### src/design/pfra_pkg.sv
`default_nettype none

package pfra_pkg;

  localparam int unsigned FRAME_W  = 13;
  localparam int unsigned COUNT_W  = 8;
  localparam int unsigned CMD_W    = 3;
  localparam int unsigned STATUS_W = 3;
  localparam int unsigned WIDE_W   = 17;

  localparam int unsigned DEF_TRACKED_FRAMES = 4096;
  localparam int unsigned BASE_FRAME         = 256;

  localparam logic [COUNT_W-1:0] USED_MARK = 8'd100;
  localparam logic [COUNT_W-1:0] COUNT_MAX = 8'd255;

  typedef enum logic [CMD_W-1:0] {
    CMD_ALLOC = 3'd0,
    CMD_FREE  = 3'd1,
    CMD_SHARE = 3'd2,
    CMD_INIT  = 3'd3,
    CMD_QUERY = 3'd4
  } cmd_e;

  typedef enum logic [STATUS_W-1:0] {
    STS_OK        = 3'd0,
    STS_LOW       = 3'd1,
    STS_OOM       = 3'd2,
    STS_NONEXIST  = 3'd3,
    STS_FREE_FREE = 3'd4,
    STS_SATURATED = 3'd5
  } status_e;

  typedef enum logic [2:0] {
    S_IDLE,
    S_SWEEP,
    S_SCAN,
    S_RMW,
    S_RESP
  } state_e;

  typedef struct packed {
    logic [FRAME_W-1:0]  result_frame;
    logic [COUNT_W-1:0]  ref_count;
    logic [STATUS_W-1:0] status;
    logic [FRAME_W-1:0]  free_frames;
  } rsp_t;

endpackage

`default_nettype wire

### src/design/pfra_seq.sv
`default_nettype none

module pfra_seq #(
  parameter int unsigned TRACKED_FRAMES = pfra_pkg::DEF_TRACKED_FRAMES,
  localparam int unsigned AW = $clog2(TRACKED_FRAMES)
) (
  input  wire logic                          clk_i,
  input  wire logic                          rst_ni,
  input  wire logic                          in_valid_i,
  output logic                               in_stall_o,
  input  wire logic [pfra_pkg::CMD_W-1:0]    cmd_i,
  input  wire logic [pfra_pkg::FRAME_W-1:0]  frame_i,
  input  wire logic [pfra_pkg::FRAME_W-1:0]  end_frame_i,
  output logic                               rsp_valid_o,
  output pfra_pkg::rsp_t                     rsp_o,
  input  wire logic                          out_free_i,
  output logic                               mem_we_o,
  output logic      [AW-1:0]                 mem_waddr_o,
  output logic      [pfra_pkg::COUNT_W-1:0]  mem_wdata_o,
  output logic                               mem_re_o,
  output logic      [AW-1:0]                 mem_raddr_o,
  input  wire logic [pfra_pkg::COUNT_W-1:0]  mem_rdata_i
);
  import pfra_pkg::*;

  localparam int unsigned ZW    = $clog2(TRACKED_FRAMES + 1);
  localparam int unsigned TRK_W = WIDE_W + 1;
  localparam logic [AW-1:0] LAST_IDX = AW'(TRACKED_FRAMES - 1);

  state_e               state_q, state_d;
  logic [CMD_W-1:0]     cmd_q, cmd_d;
  logic [FRAME_W-1:0]   start_q, start_d;
  logic [FRAME_W-1:0]   end_q, end_d;
  logic [FRAME_W-1:0]   top_q, top_d;
  logic [AW-1:0]        idx_q, idx_d;
  logic [STATUS_W-1:0]  pre_st_q, pre_st_d;
  logic                 sweep_rsp_q, sweep_rsp_d;
  logic [ZW-1:0]        zero_cnt_q, zero_cnt_d;
  logic [FRAME_W-1:0]   res_frame_q, res_frame_d;
  logic [COUNT_W-1:0]   res_count_q, res_count_d;
  logic [STATUS_W-1:0]  res_status_q, res_status_d;

  logic                 accept;
  logic [WIDE_W-1:0]    in_wide;
  logic [WIDE_W-1:0]    in_diff;
  logic                 in_low;
  logic                 in_tracked;
  logic [WIDE_W-1:0]    entry_frame;
  logic                 in_range;
  logic                 rd_zero;
  logic                 last_idx;
  logic [ZW+FRAME_W-1:0] zc_ext;

  assign accept      = in_valid_i && !in_stall_o;
  assign in_stall_o  = (state_q != S_IDLE);
  assign in_wide     = WIDE_W'(frame_i);
  assign in_low      = in_wide < WIDE_W'(BASE_FRAME);
  assign in_diff     = in_wide - WIDE_W'(BASE_FRAME);
  assign in_tracked  = !in_low && ({1'b0, in_diff} < TRK_W'(TRACKED_FRAMES));
  assign entry_frame = WIDE_W'(BASE_FRAME) + WIDE_W'(idx_q);
  assign in_range    = (entry_frame >= WIDE_W'(start_q)) && (entry_frame < WIDE_W'(end_q));
  assign rd_zero     = (mem_rdata_i == '0);
  assign last_idx    = (idx_q == LAST_IDX);
  assign zc_ext      = (ZW + FRAME_W)'(zero_cnt_q);

  always_comb begin
    state_d = state_q;
    case (state_q)
      S_IDLE: begin
        if (accept) begin
          case (cmd_i)
            CMD_ALLOC: state_d = (zero_cnt_q == '0) ? S_RESP : S_SCAN;
            CMD_FREE,
            CMD_SHARE,
            CMD_QUERY: state_d = S_RMW;
            CMD_INIT:  state_d = S_SWEEP;
            default:   state_d = S_RESP;
          endcase
        end
      end
      S_SWEEP: begin
        if (last_idx) begin
          state_d = sweep_rsp_q ? S_RESP : S_IDLE;
        end
      end
      S_SCAN: begin
        if (rd_zero) begin
          state_d = S_RESP;
        end
      end
      S_RMW:   state_d = S_RESP;
      S_RESP: begin
        if (out_free_i) begin
          state_d = S_IDLE;
        end
      end
      default: state_d = S_IDLE;
    endcase
  end

  always_comb begin
    cmd_d        = cmd_q;
    start_d      = start_q;
    end_d        = end_q;
    top_d        = top_q;
    idx_d        = idx_q;
    pre_st_d     = pre_st_q;
    sweep_rsp_d  = sweep_rsp_q;
    zero_cnt_d   = zero_cnt_q;
    res_frame_d  = res_frame_q;
    res_count_d  = res_count_q;
    res_status_d = res_status_q;
    mem_we_o     = 1'b0;
    mem_waddr_o  = idx_q;
    mem_wdata_o  = '0;
    mem_re_o     = 1'b0;
    mem_raddr_o  = idx_q;
    rsp_valid_o  = 1'b0;
    case (state_q)
      S_IDLE: begin
        if (accept) begin
          cmd_d        = cmd_i;
          start_d      = frame_i;
          end_d        = end_frame_i;
          res_frame_d  = '0;
          res_count_d  = '0;
          res_status_d = STS_OK;
          if (in_low) begin
            pre_st_d = STS_LOW;
          end else if (!in_tracked) begin
            pre_st_d = STS_NONEXIST;
          end else if (cmd_i != CMD_QUERY && frame_i >= top_q) begin
            pre_st_d = STS_NONEXIST;
          end else begin
            pre_st_d = STS_OK;
          end
          case (cmd_i)
            CMD_ALLOC: begin
              if (zero_cnt_q == '0) begin
                res_status_d = STS_OOM;
              end else begin
                mem_re_o    = 1'b1;
                mem_raddr_o = LAST_IDX;
                idx_d       = LAST_IDX;
              end
            end
            CMD_FREE,
            CMD_SHARE,
            CMD_QUERY: begin
              mem_re_o    = 1'b1;
              mem_raddr_o = in_diff[AW-1:0];
              idx_d       = in_diff[AW-1:0];
            end
            CMD_INIT: begin
              top_d       = end_frame_i;
              zero_cnt_d  = '0;
              idx_d       = '0;
              sweep_rsp_d = 1'b1;
            end
            default: ;
          endcase
        end
      end
      S_SWEEP: begin
        mem_we_o    = 1'b1;
        mem_wdata_o = in_range ? '0 : USED_MARK;
        if (in_range) begin
          zero_cnt_d = zero_cnt_q + ZW'(1);
        end
        idx_d = idx_q + AW'(1);
        if (last_idx) begin
          sweep_rsp_d = 1'b0;
        end
      end
      S_SCAN: begin
        if (rd_zero) begin
          mem_we_o     = 1'b1;
          mem_wdata_o  = COUNT_W'(1);
          zero_cnt_d   = zero_cnt_q - ZW'(1);
          res_frame_d  = entry_frame[FRAME_W-1:0];
          res_count_d  = COUNT_W'(1);
          res_status_d = STS_OK;
        end else begin
          mem_re_o    = 1'b1;
          mem_raddr_o = idx_q - AW'(1);
          idx_d       = idx_q - AW'(1);
        end
      end
      S_RMW: begin
        if (pre_st_q != STS_OK) begin
          res_status_d = pre_st_q;
        end else begin
          case (cmd_q)
            CMD_FREE: begin
              if (rd_zero) begin
                res_status_d = STS_FREE_FREE;
              end else begin
                mem_we_o    = 1'b1;
                mem_wdata_o = mem_rdata_i - COUNT_W'(1);
                res_count_d = mem_rdata_i - COUNT_W'(1);
                if (mem_rdata_i == COUNT_W'(1)) begin
                  zero_cnt_d = zero_cnt_q + ZW'(1);
                end
              end
            end
            CMD_SHARE: begin
              if (mem_rdata_i == COUNT_MAX) begin
                res_status_d = STS_SATURATED;
                res_count_d  = COUNT_MAX;
              end else begin
                mem_we_o    = 1'b1;
                mem_wdata_o = mem_rdata_i + COUNT_W'(1);
                res_count_d = mem_rdata_i + COUNT_W'(1);
                if (rd_zero) begin
                  zero_cnt_d = zero_cnt_q - ZW'(1);
                end
              end
            end
            CMD_QUERY: res_count_d = mem_rdata_i;
            default: ;
          endcase
        end
      end
      S_RESP: rsp_valid_o = 1'b1;
      default: ;
    endcase
  end

  assign rsp_o.result_frame = res_frame_q;
  assign rsp_o.ref_count    = res_count_q;
  assign rsp_o.status       = res_status_q;
  assign rsp_o.free_frames  = zc_ext[FRAME_W-1:0];

  always_ff @(posedge clk_i or negedge rst_ni) begin
    if (!rst_ni) begin
      state_q     <= S_SWEEP;
      idx_q       <= '0;
      start_q     <= '0;
      end_q       <= '0;
      top_q       <= FRAME_W'(BASE_FRAME);
      sweep_rsp_q <= 1'b0;
      zero_cnt_q  <= '0;
    end else begin
      state_q     <= state_d;
      idx_q       <= idx_d;
      start_q     <= start_d;
      end_q       <= end_d;
      top_q       <= top_d;
      sweep_rsp_q <= sweep_rsp_d;
      zero_cnt_q  <= zero_cnt_d;
    end
  end

  always_ff @(posedge clk_i) begin
    cmd_q        <= cmd_d;
    pre_st_q     <= pre_st_d;
    res_frame_q  <= res_frame_d;
    res_count_q  <= res_count_d;
    res_status_q <= res_status_d;
  end

  a_scan_has_free: assert property (@(posedge clk_i) disable iff (!rst_ni)
    state_q == S_SCAN |-> zero_cnt_q != '0)
    else $error("scan running with no free entry");

  a_port_excl: assert property (@(posedge clk_i) disable iff (!rst_ni)
    !(mem_we_o && mem_re_o))
    else $error("read and write issued together");

  a_rmw_write_checked: assert property (@(posedge clk_i) disable iff (!rst_ni)
    (state_q == S_RMW && mem_we_o) |-> pre_st_q == STS_OK)
    else $error("count written for a rejected frame");

  a_cnt_bound: assert property (@(posedge clk_i) disable iff (!rst_ni)
    zero_cnt_q <= ZW'(TRACKED_FRAMES))
    else $error("free count beyond tracked entries");

  a_resp_drains: assert property (@(posedge clk_i) disable iff (!rst_ni)
    (state_q == S_RESP && out_free_i) |=> state_q == S_IDLE)
    else $error("result not handed to output stage");

endmodule

`default_nettype wire

### config.mk
export PLATFORM = sky130hd
export DESIGN_NAME = pfra_seq
export DESIGN_NICKNAME = d
export VERILOG_FILES = /design/src/design/pfra_pkg.sv /design/src/design/pfra_seq.sv
export SDC_FILE = /design/constraint.sdc
export NUM_CORES = 1
export LEC_CHECK = 0
export ABC_AREA = 1
export BUFFER_PORTS_ARGS = -buffer_cell sky130_fd_sc_hd__buf_4
export CAP_MARGIN = 10
export CORE_MARGIN = 10
export CORE_UTILIZATION = 50
export CTS_CLUSTER_DIAMETER = 100
export CTS_CLUSTER_SIZE = 28
export DETAILED_ROUTE_END_ITERATION = 8
export GPL_ROUTABILITY_DRIVEN = 0
export PLACE_DENSITY = 0.82
export SYNTH_ARGS = -nofsm -noshare
export SYNTH_HDL_FRONTEND = slang
export SYNTH_SLANG_ARGS = --single-unit
### constraint.sdc
create_clock -name clk_i -period 4 [get_ports clk_i]
set_input_delay 1.2 -clock clk_i [delete_from_list [all_inputs] [get_ports clk_i]]
set_output_delay 1.2 -clock clk_i [all_outputs]
set_load 0.01 [all_outputs]
# [Yosys cells after proc, flatten, opt, wreduce, memory -nomap -nowiden]
# Cells that the tools add are included.
# Widths: inputs -> output; s select.
[word_totals] reg_bits=98 input_bits=41 output_inout_bits=73 elab_cells=154
[op_classes] n_addsub=8 magnitude_cmp=5 eq_ne=31 mux=68 bitwise_logic=1 n_reduce_logical=28
[op_table] operator="$mux 13" n=10
[op_table] operator="$pmux 12 s3" n=2
[op_table] operator="$pmux 8 s3" n=3
[op_table] operator="$mux 8" n=8
[op_table] operator="$pmux 13 s2" n=2
[op_table] operator="$pmux 13 s4" n=1
[op_table] operator="$mux 12" n=4
[op_table] operator="$pmux 12 s2" n=2
[op_table] operator="$mux 3" n=10
[op_table] operator="$ge 13x13->1" n=2
[op_table] operator="$pmux 3 s3" n=2
[op_table] operator="$lt 17x13->1 const B" n=1
[op_table] operator="$pmux 8 s2" n=1
[op_table] operator="$eq 3x2->1 const B" n=5
[op_table] operator="$pmux 3 s5" n=1
[op_table] operator="$sub 13x9->14 const B" n=1
[op_table] operator="$add 13x1->13 const B" n=1
[op_table] operator="$add 9x12->13 const A" n=1
[op_table] operator="$logic_not 13->1" n=1
[op_table] operator="$lt 13x13->1" n=1
[op_table] operator="$lt 13x9->1 const B" n=1
[op_table] operator="$sub 13x1->13 const B" n=1
[op_table] operator="$add 12x1->12 const B" n=1
[op_table] operator="$eq 12x12->1 const B" n=1
[op_table] operator="35 further kinds" n=78

# [Logic depth before layout (Yosys ltp)]
[depth] depth_word=6 depth_mapped=18 mapped_depth_nobuf=16

# [Worst setup path after synthesis]
# No wires, ideal clock.
[synth_path] kind="input port to output port" start="input mem_rdata_i[0] (netlist bit)" end="output mem_wdata_o[0] (netlist bit)" t_arrival_ns=2.407 t_required_ns=2.800 setup_slack_ns=0.393 stages=10 path_buffers=1 cell_sequence="inv_1 -> ha_1 -> nand2_1 -> nor2_1 -> buf_4 -> nor2_1 -> inv_1 -> nand2_1 -> nand2_1 -> o21ai_0"
[synth_via] elab_chain_cells=5 word_cells_on_any_way=10 cone_classes="add/sub (2); eq/ne (1); mux (6); reduce/logical (1)"
[synth_lines] item="start: declaration" line_no="pfra_seq.sv:22" text="input wire logic [pfra_pkg::COUNT_W-1:0] mem_rdata_i"
[synth_lines] item="$add 8x1->8 (tied with other cells)" line_no="pfra_seq.sv:212" text="mem_wdata_o = mem_rdata_i + COUNT_W'(1);"
[synth_lines] item="$mux 8, on equally long branches" line_no="pfra_seq.sv:207, pfra_seq.sv:195"
[synth_lines] item="$pmux 8 s2" line_no="pfra_seq.sv:193" text="case (cmd_q)"
[synth_lines] item="$mux 8" line_no="pfra_seq.sv:190" text="if (pre_st_q != STS_OK) begin"
[synth_lines] item="$pmux 8 s3 *" line_no="pfra_seq.sv:119" text="case (state_q)"
[synth_lines] item="end: declaration" line_no="pfra_seq.sv:19" text="output logic [pfra_pkg::COUNT_W-1:0] mem_wdata_o,"
# Mark *: on every way between the ends. The rest lies on a longest branch, timed or not.

# [Worst setup path after layout]
[layout_path] start="input mem_rdata_i[0] (netlist bit)" end="output mem_raddr_o[1]"
[layout_via] elab_chain_cells=3
[layout_lines] item="$logic_not 8->1" line_no="pfra_seq.sv:62" text="assign rd_zero = (mem_rdata_i == '0);"
[layout_lines] item="$mux 12" line_no="pfra_seq.sv:176" text="if (rd_zero) begin"
[layout_lines] item="$pmux 12 s2" line_no="pfra_seq.sv:119"
[layout_lines] item="end: declaration" line_no="pfra_seq.sv:21" text="output logic [AW-1:0] mem_raddr_o,"
# No other way between the ends.

==> metrics.yaml <==
drc: 0
power.leakage_uw: 0.00456
synth_top_cell_by_area: "dfrtp_1"
power_density_nw_per_um2: 700
drt_first_pass_iters: 6
grt_pass1_vias: 7499
fill_cells: 1406
synth_area_leaders: "dfrtp_1 (21%), nand2_1 (15%), edfxtp_1 (11%)"
viasPerCell: 5.62
die_w_um: 145
synthXorXnorAreaFrac: 0.0181
coreArea_um2: 15200
hold_path_end: "start_q[0]"
start_kind: "primary input"
rsz0062_at_grt: "yes"
drive_above_1_share: 0.160
clk_path_buf_depth: 2
clk_transition_reported_paths_ns: 0.07
max_cap_violations: 0
maxSlewHeadroom: 0.385
vias: 8008
multi_input_area_um2: 4380
async_flop_share: 0.701
criticalPathCategory: "in2out"
clock-sinks: 97
synth_top_family_by_area: "simple AND/OR/NAND/NOR gates"
area_growth_pct: 17.3
drt_wl_total_um: 23300
grt_first_pass_wirelength_um: 37500
synth_area_per_cell_um2: 6.82
fin_util: 0.598
worstSetupEndpointType: "output port"
dp.cells: 1407
yosysUniqueCellTypes: 51
p_total_uw: 6360
hpwlAfterDp_um: 17500
drt-initial-drc-count: 837
cts_made_buffers: 9
cts_tree: "yes"
place_area_um2: 8750
grt-ovfl-total: 0
crit_path_max_incr_delay_ns: 0.25
worst_clock_skew_ns: 0.00633
synth_cells: 1136
final-seq-area_um2: 2580
cp_slowest_cell: "a22oi_1"
die_h_um: 145
syn-num-nets: 1229
crit_fanout: 13
yosysSeqAreaShare: 0.332
finalCriticalPeriod_ns: 3.91
timing_hold_violations_final: 0
whs_path_depth: 2
ant_nets: 0
synthAdderAreaFrac: 0.0839
critical_path.most_common_cell: "buf_4"
cts_root_buf: "clkbuf_16"
min_from: "start_q[0]"
r2r_setup_slack_ns: 1.36
status: "complete, no violations"
fin_crit_sh: 0.978
synth_compound_area_frac: 0.138
synthMuxAreaShare: 0.00145
crit_required_ns: 2.80
synth_top_area_frac: 0.213
tightest_slew_ns: 0.923
arrival_ns: 2.71
io_buffers: 113
clock_latency_ns: 0.35
synth_most_common_cell: "nand2_1"
die-area_um2: 20900
initial_core_util: 0.510
syn_area_um2: 7750
cp_cell_sequence: "buf_4 -> inv_1 -> ha_1 -> nand2_1 -> nor2_2 -> buf_12 -> nor2_1 -> a22oi_1 -> nand3_1 -> buf_4"
ir_drop_uv: 508
wl_per_cell_um: 16.3
slew_viol_final: 0
postCtsHoldBufs: 0
grt_max_degree: 69
instances_no_fill: 1424
rr_endpoint: "zero_cnt_q[1]"
synth_commonest_cells: "nand2_1 (310), inv_1 (140), nor2_1 (112)"
synthSimpleGateAreaFrac: 0.318
grt_usage: 0.224
ys.warnings.count: 0
nNetsFinal: 1324
synth-seq-cells: 97
hp-class: "reg2reg"
rows: 45
synth-edff-count: 29
fmax_mhz: 256
finalSetupViolCount: 0
r2r_cells: 15
ys.flop_type: "dfrtp_1"
htreeDepth: 3
io_pins: 114
cp-startpoint: "mem_rdata_i[0]"
antenna_found_initial: 0
num_antenna_cells: 0
r2r-start: "mem_waddr_o[9]"
final_cell_area_um2: 9090
==> layout by cell type (no fill, tap or decap), types with 5 or more instances in the layout <==
cell type,n
a21oi_1,45
buf_4,134
clkbuf_16,10
dfrtp_1,63
edfxtp_1,29
ha_1,52
inv_1,140
inv_2,6
nand2_1,306
nand2_2,7
nand3_1,97
nand4_1,18
nor2_1,105
nor2_2,7
nor3_1,17
o211ai_1,15
o21ai_0,101
o21ai_1,5
o22ai_1,6
or2_2,5
xor2_1,15
==> power breakdown <==
group          internal [µW]  switching [µW]  leakage [µW]
logic                   1350            2410       0.00328
registers               1460             250       0.00113
clock network            483             407      0.000149
total                   3300            3070       0.00456
==> through the flow <==
stage               hold WS, ns  setup slack, ns  setup TNS (ns)
finish                    0.505           0.0866               0
global route              0.546          -0.0140         -0.0182
CTS                       0.507           0.0224               0
detailed placement        0.490           0.0286               0
global placement          0.477           0.0874               0
floorplan                 0.457            0.393               0
==> metal layers <==
| metal | track usage | vias up | part of all wire | wire, µm |
|---|---|---|---|---|
| met5 | 0 | - | 0 | 0 |
| li1 | - | 3903 | - | - |
| met2 | 0.377 | 423 | 0.47 | 10800 |
| met3 | 0.0505 | 60 | 0.096 | 2230 |
| met4 | 0.0750 | 0 | 0.031 | 718 |
| met1 | 0.277 | 3622 | 0.41 | 9480 |
==> final cells by class <==
cell class                 count  area share
multi-input combinational    839       0.481
sequential                    97       0.284
timing repair buffer         136       0.115
inverter                     148      0.0614
clock buffer                  12      0.0294
tap                          188      0.0259
clock inverter                 4     0.00344
==> timing repair <==
action                     in CTS  in global routing
setup endpoints to repair       2                 12
pin swaps                       0                  0
resized for setup               3                 12
buffers inserted                0                  1
==> worst max-delay path: cells and delay by family <==
family                   cells  cell delay, ns
buffers and inverters        4            0.61
AND/OR/NAND/NOR              4            0.48
AO/OA/AOI/OAI                1            0.25
adder cells (fa/ha/maj)      1            0.16
==> state kept, by name, summed over array words and instances, names as in the netlist, 8 cells and up <==
register,cells
mem_waddr_o,12
start_q,13
res_frame_q,13
end_q,13
zero_cnt_q,13
res_count_q,8
top_q,13
==> how the worst max path moves through the flow <==
stage                                 to  cells after the start
after floorplan           mem_wdata_o[0]                     10
after global placement    mem_wdata_o[0]                     12
after detailed placement  mem_wdata_o[0]                     12
after CTS                 mem_wdata_o[0]                     12
after global routing      mem_wdata_o[6]                     13
final                     mem_raddr_o[1]                     10
==> cells by family (layout without fill, tap and decap cells) <==
logic type,after synthesis,in the layout
muxes,1,1
adders and majority gates,52,52
AOI/OAI and AO/OA,193,193
and+or+nand+nor,577,577
DFF,97,97
xor gates and xnor gates,16,16
buffers and inverters,200,300
Note: power is estimated with default switching activity, not from simulation.
